`config.mk`:
```
export PLATFORM = sky130hd
export DESIGN_NAME = hpos_ctrl
export DESIGN_NICKNAME = d
export VERILOG_FILES = /design/src/hdl/hpos_pkg.sv /design/src/hdl/hpos_ctrl.sv
export SDC_FILE = /design/constraint.sdc
export NUM_CORES = 1
export LEC_CHECK = 0
export CORE_AREA = 8 8 47 49
export DETAILED_ROUTE_END_ITERATION = 8
export DIE_AREA = 0 0 55 57
export DONT_BUFFER_PORTS = 1
export PLACE_DENSITY = 0.51
export SLEW_MARGIN = 25
export SYNTH_ARGS = -nofsm -noshare
export SYNTH_HDL_FRONTEND = slang
export SYNTH_SLANG_ARGS = --single-unit
```
`constraint.sdc`:
```
create_clock -name clk -period 1.2 [get_ports clk]
set_input_delay 0.24 -clock clk [delete_from_list [all_inputs] [get_ports clk]]
set_output_delay 0.24 -clock clk [all_outputs]
set_load 0.02 [all_outputs]
```
`src/hdl/hpos_pkg.sv`:
```
// Shared codes and types for the huge page order selector.
// Command and status codes, controller-to-datapath command and status structs.
// No dependencies.
package hpos_pkg;

  localparam logic [1:0] CMD_RANGE = 2'd0;
  localparam logic [1:0] CMD_ORDER = 2'd1;
  localparam logic [1:0] CMD_QUERY = 2'd2;
  localparam logic [1:0] CMD_NONE  = 2'd3;

  localparam logic [2:0] ST_DECISION = 3'd0;
  localparam logic [2:0] ST_DISABLED = 3'd1;
  localparam logic [2:0] ST_NO_RANGE = 3'd2;
  localparam logic [2:0] ST_BAD_MASK = 3'd3;
  localparam logic [2:0] ST_WRITTEN  = 3'd4;

  localparam int ADDR_W  = 64;
  localparam int VALUE_W = 64;
  localparam int ALLOW_W = 16;
  localparam int CHOSEN_W = 9;

  typedef struct packed {
    logic       latch;
    logic       write;
    logic       range_start;
    logic       range_scan;
    logic       order_start;
    logic       order_scan;
    logic       load;
    logic [2:0] status;
  } ctrl_cmd_t;

  typedef struct packed {
    logic [1:0] command;
    logic       bad_mask;
    logic       scan_none;
    logic       range_hit;
    logic       range_miss_last;
    logic       order_done;
  } dp_status_t;

endpackage

```
`src/hdl/hpos_ctrl.sv`:
```
// Controller state machine of the huge page order selector.
// Sequences decode, range scan, order scan and result hand-off; holds the enable register.
// Depends on hpos_pkg.
module hpos_ctrl (
  input  logic                clk,
  input  logic                rst,
  input  logic                cfg_wen,
  input  logic                cfg_wdata,
  input  logic                in_valid,
  output logic                in_ready,
  output logic                out_valid,
  input  logic                out_ready,
  input  hpos_pkg::dp_status_t dp_st,
  output hpos_pkg::ctrl_cmd_t  cmd
);

  localparam logic [2:0] S_IDLE   = 3'd0;
  localparam logic [2:0] S_DECODE = 3'd1;
  localparam logic [2:0] S_RSCAN  = 3'd2;
  localparam logic [2:0] S_OSCAN  = 3'd3;
  localparam logic [2:0] S_FINISH = 3'd4;

  logic [2:0] state;
  logic [2:0] state_next;
  logic [2:0] status;
  logic [2:0] status_next;
  logic       enabled;
  logic       load;

  assign in_ready = (state == S_IDLE);
  assign load     = (state == S_FINISH) && (!out_valid || out_ready);

  always_comb begin
    state_next  = state;
    status_next = status;
    cmd         = '0;
    cmd.status  = status;
    cmd.load    = load;
    case (state)
      S_IDLE: begin
        if (in_valid) begin
          cmd.latch  = 1'b1;
          state_next = S_DECODE;
        end
      end
      S_DECODE: begin
        if (dp_st.command != hpos_pkg::CMD_QUERY) begin
          cmd.write   = 1'b1;
          status_next = hpos_pkg::ST_WRITTEN;
          state_next  = S_FINISH;
        end else if (dp_st.bad_mask) begin
          status_next = hpos_pkg::ST_BAD_MASK;
          state_next  = S_FINISH;
        end else if (!enabled) begin
          status_next = hpos_pkg::ST_DISABLED;
          state_next  = S_FINISH;
        end else begin
          cmd.range_start = 1'b1;
          state_next      = S_RSCAN;
        end
      end
      S_RSCAN: begin
        cmd.range_scan = 1'b1;
        if (dp_st.range_hit) begin
          cmd.order_start = 1'b1;
          status_next     = hpos_pkg::ST_DECISION;
          state_next      = dp_st.scan_none ? S_FINISH : S_OSCAN;
        end else if (dp_st.range_miss_last) begin
          status_next = hpos_pkg::ST_NO_RANGE;
          state_next  = S_FINISH;
        end
      end
      S_OSCAN: begin
        cmd.order_scan = 1'b1;
        if (dp_st.order_done) begin
          state_next = S_FINISH;
        end
      end
      S_FINISH: begin
        if (load) begin
          state_next = S_IDLE;
        end
      end
      default: begin
        state_next = S_IDLE;
      end
    endcase
  end

  always_ff @(posedge clk) begin
    if (rst) begin
      state     <= S_IDLE;
      status    <= hpos_pkg::ST_WRITTEN;
      enabled   <= 1'b0;
      out_valid <= 1'b0;
    end else begin
      state  <= state_next;
      status <= status_next;
      if (cfg_wen) begin
        enabled <= cfg_wdata;
      end
      if (load) begin
        out_valid <= 1'b1;
      end else if (out_ready) begin
        out_valid <= 1'b0;
      end
    end
  end

endmodule

```
---- After elaboration in Yosys (flattened, before gate mapping) ----
Cells that the tools add are included.
cells by class
  equal/unequal tests ..................... 10
  mux-type cells .......................... 28
  reduce and logical (&&, ||, !) cells .... 8
operators by type and width
  kind                count
  $mux 3              14
  $pmux 3 s5          1
  $mux 1              10
  $ne 2x2->1 const B  4
  $eq 3x2->1 const B  2
  $pmux 3 s2          1
  $mux 2              2
  $ne 4x4->1 const B  1
  $reduce_and 4->1    1
  $reduce_bool 2->1   2
  $eq 3x1->1 const B  1
  $eq 3x3->1 const B  1
  $logic_not 3->1     1
  $ne 3x3->1 const B  1
  $reduce_and 3->1    1
  $logic_and 1x1->1   1
  $logic_not 1->1     1
  $logic_or 1x1->1    1
word-level totals
  register bits after elaboration ......... 8
  bits of input ports ..................... 13

---- Depth between registers and ports, before layout ----
  depth after elaboration ................. 5
  depth in mapped cells ................... 5
  depth with buffers taken out ............ 4

---- Worst setup path before layout ----
OpenSTA, ideal clock, no wires.
  path type ............................... register to output
  from .................................... register state[0]
  to ...................................... output port cmd[9] (netlist name)
  arrival ................................. 1345 ps
  data required time ...................... 960 ps
  path slack .............................. -385 ps
  stages on the path, launching flop included .. 4
  cells stage by stage .................... dfxtp_1 > buf_6 > nor3_1 > and2_1
RTL lines
  element                 line             source
  from (decl)             hpos_ctrl.sv:23  logic [2:0] state;
  from (signal assigned)  hpos_ctrl.sv:97  state <= state_next;
  to (decl)               hpos_ctrl.sv:14  output hpos_pkg::ctrl_cmd_t cmd

==> flow_summary.ini <==
[sta]
setup_ws_ps = -271
min_period_ps = 1470
fin_crit_sh_pct = 123
setup_viol = 13
fin_skew_ps = 6.01
tightestPinTransition_ps = 275
rsz0062_at_grt = true
fmax_mhz = 680
finalMaxSlewViolations = 0
finalHoldViolCount = 0
max_slew_margin_pct = 81.7

[run]
maxCapViolCount = 0

[global_route]
grt_pass1_vias = 540
grt_max_degree = 10
grt_use_total_pct = 9.90
antenna_found_initial = 0
grt_pass1_wl_um = 2390
overflow = 0

[critical_path]
ff2ff_path_depth = 6
path_cells = buf_6 -> nor3b_4 -> nor2b_4
critPathKind = reg -> out
crit_required_ps = 960
critPathMaxStageDelay_ps = 360
arrival_ps = 1230
critPathSlowestCell = dfxtp_4
cp_max_fo = 4
start_kind = register
endpoint_kind = output pin

[yosys]
synth_common_cells = nor2_1, dfxtp_1, a21oi_1, inv_1, nor2b_1
synth_top_area_cell = dfxtp_1
syn_nets = 77
yosysUniqueCellTypes = 29
synth_seq_cells = 8
synth-async-reset-ratio_pct = 0
synth_enable_flop_cells = 0
synth_top_area_share_pct = 29.1
syn_inst = 64
ys.flop_type = dfxtp_1
syn_area_um2 = 551
synth_most_common_cell = nor2_1
synth_warnings = 0
synth.area.top_cells = dfxtp_1, nor2_1, nor3b_4
avgSynthCellArea_um2 = 8.60
ys_seq_area_share_pct = 29.1

[clock_tree]
clkTransAtPathRegs_ps = 60
tritoncts = built
clock-sinks = 8
clockRootBuffer = clkbuf_4
cts_buffer_depth = 2
cts_buffers = 3
h-tree-depth = 1
clk-insertion-delay-late_ps = 260

[layout]
nets = 101
diodes = 0
final_util_pct = 52.5
drive_gt1_share_pct = 55.8
area_growth_pct = 50.2

[floorplan]
dieArea_um2 = 3140
die_h_um = 57
pin_count = 25
num_rows = 15
die_w_um = 55
start_util_pct = 34.9
core_area_um2 = 1580

[route]
drc = 0
first_pass_iters = 2
vias_per_cell = 4.96
routed_wl_um = 1490
ant_nets = 0
via_count = 511
wire_per_inst_um = 14.5
drt_iter0_drc = 3

[hold_path]
hp-class = in -> reg
min_path_cells = 1

[placed_design]
dp_hpwl_um = 1140
routabilityCongestion = 0.811
io_buffers = 0
pre_cts_slack_ps = -185

[power_and_ir_drop]
vdd_ir_drop_max_mv = 0.690
power_leakage_nw = 0.377
power_density_nw_per_um2 = 1020

[status]
status = complete, but fails checks
violations = negative setup slack
[cell usage in the layout, fill, tap and decap left out]
cell type  synthesis  layout
o22ai_1            1       1
a221oi_2           1       1
o21ai_1            0       2
a22o_4             0       1
nand2_2            1       1
buf_6              2       6
dfxtp_4            0       3
nor2b_2            0       1
dfxtp_1            8       5
or4_1              1       1
and3b_4            1       1
a21boi_2           0       1
nor2b_1            4       1
nand2_1            2       2
nand4bb_1          1       1
a22oi_4            1       1
or2_2              1       1
nor3b_4            2       3
o31a_1             1       1
a21oi_1            4       3
and2_4             0       3
nand2b_1           2       2
nor2_1            10      10
nor4_1             1       1
buf_4              2      17
nor3_4             0       1
clkbuf_4           0       3
nor3_1             2       1
and2b_2            1       1
inv_1              4       4
nor2b_4            0       2
a21oi_2            0       1
nand3_1            1       1
mux2i_1            2       2
[power breakdown]
part | total, mW | switching (mW) | leakage (nW) | internal (mW)
logic | 0.295 | 0.127 | 0.295 | 0.168
registers | 0.338 | 0.0478 | 0.0676 | 0.290
clock network | 0.211 | 0.0960 | 0.0138 | 0.115
[per-layer routing]
| metal | global-route usage, % | up-vias | part of all wire [%] |
|---|---|---|---|
| met5 | 0 | - | 0 |
| met3 | 4.94 | 2 | 11 |
| met4 | 4.12 | 0 | 1.5 |
| met2 | 15.9 | 18 | 48 |
| met1 | 10.5 | 229 | 40 |
| li1 | - | 262 | - |
[cells by family after synthesis]
kind of cell	Yosys count	synth area share, %
and+or+nand+nor	34	40.0
AOI/OAI and AO/OA	12	17.7
buffers and inverters	8	9.54
muxes	2	3.64
DFF	8	29.1
[registers in the layout, indices dropped and copies added (netlist names)]
name,cells
status,3
state,3
enabled,1
out_valid,1
[final cells by class]
cell class	count	area, µm²
Tap cell	17	21.3
Fill cell	169	749
Timing Repair Buffer	23	195
Multi-Input combinational cell	48	402
Sequential cell	8	171
Clock buffer	3	22.5
Inverter	4	15.0
[path summary, 6_finish.rpt]
check,endpoint,from,slack (ps)
min reg2reg,status[2],status[2],560
max,cmd[7],state[1],-270
max reg2reg,status[0],state[1],-140
min,state[0],rst,30
[metrics by stage]
stage / instance area [µm²] / hold slack, ps / total power [mW] / std cells / setup TNS [ps]
2_1_floorplan: 582 / 387 / 0.517 / 64 / -602
3_5_place_dp: 689 / 311 / 0.581 / 94 / -1290
6_report: 827 / 31.4 / 0.844 / 103 / -2240
5_1_grt: 827 / 16.5 / 0.887 / 103 / -2930
4_1_cts: 788 / 31.7 / 0.820 / 102 / -2460
3_3_place_gp: 689 / 312 / 0.581 / 94 / -1320
[timing repair]
action,4_1_cts,5_1_grt
hold endpoints to repair,0,0
hold buffers,0,0
buffers inserted,5,2
setup endpoints to repair,14,14
resized for setup,14,9
pin swaps,11,6
[worst max-delay path, delay by kind of cell, from the launching register on]
family        cells  cell delay [ps]
buf+inv           1              120
flops             1              360
simple gates      2              490
(Power assumes the default switching activity.)
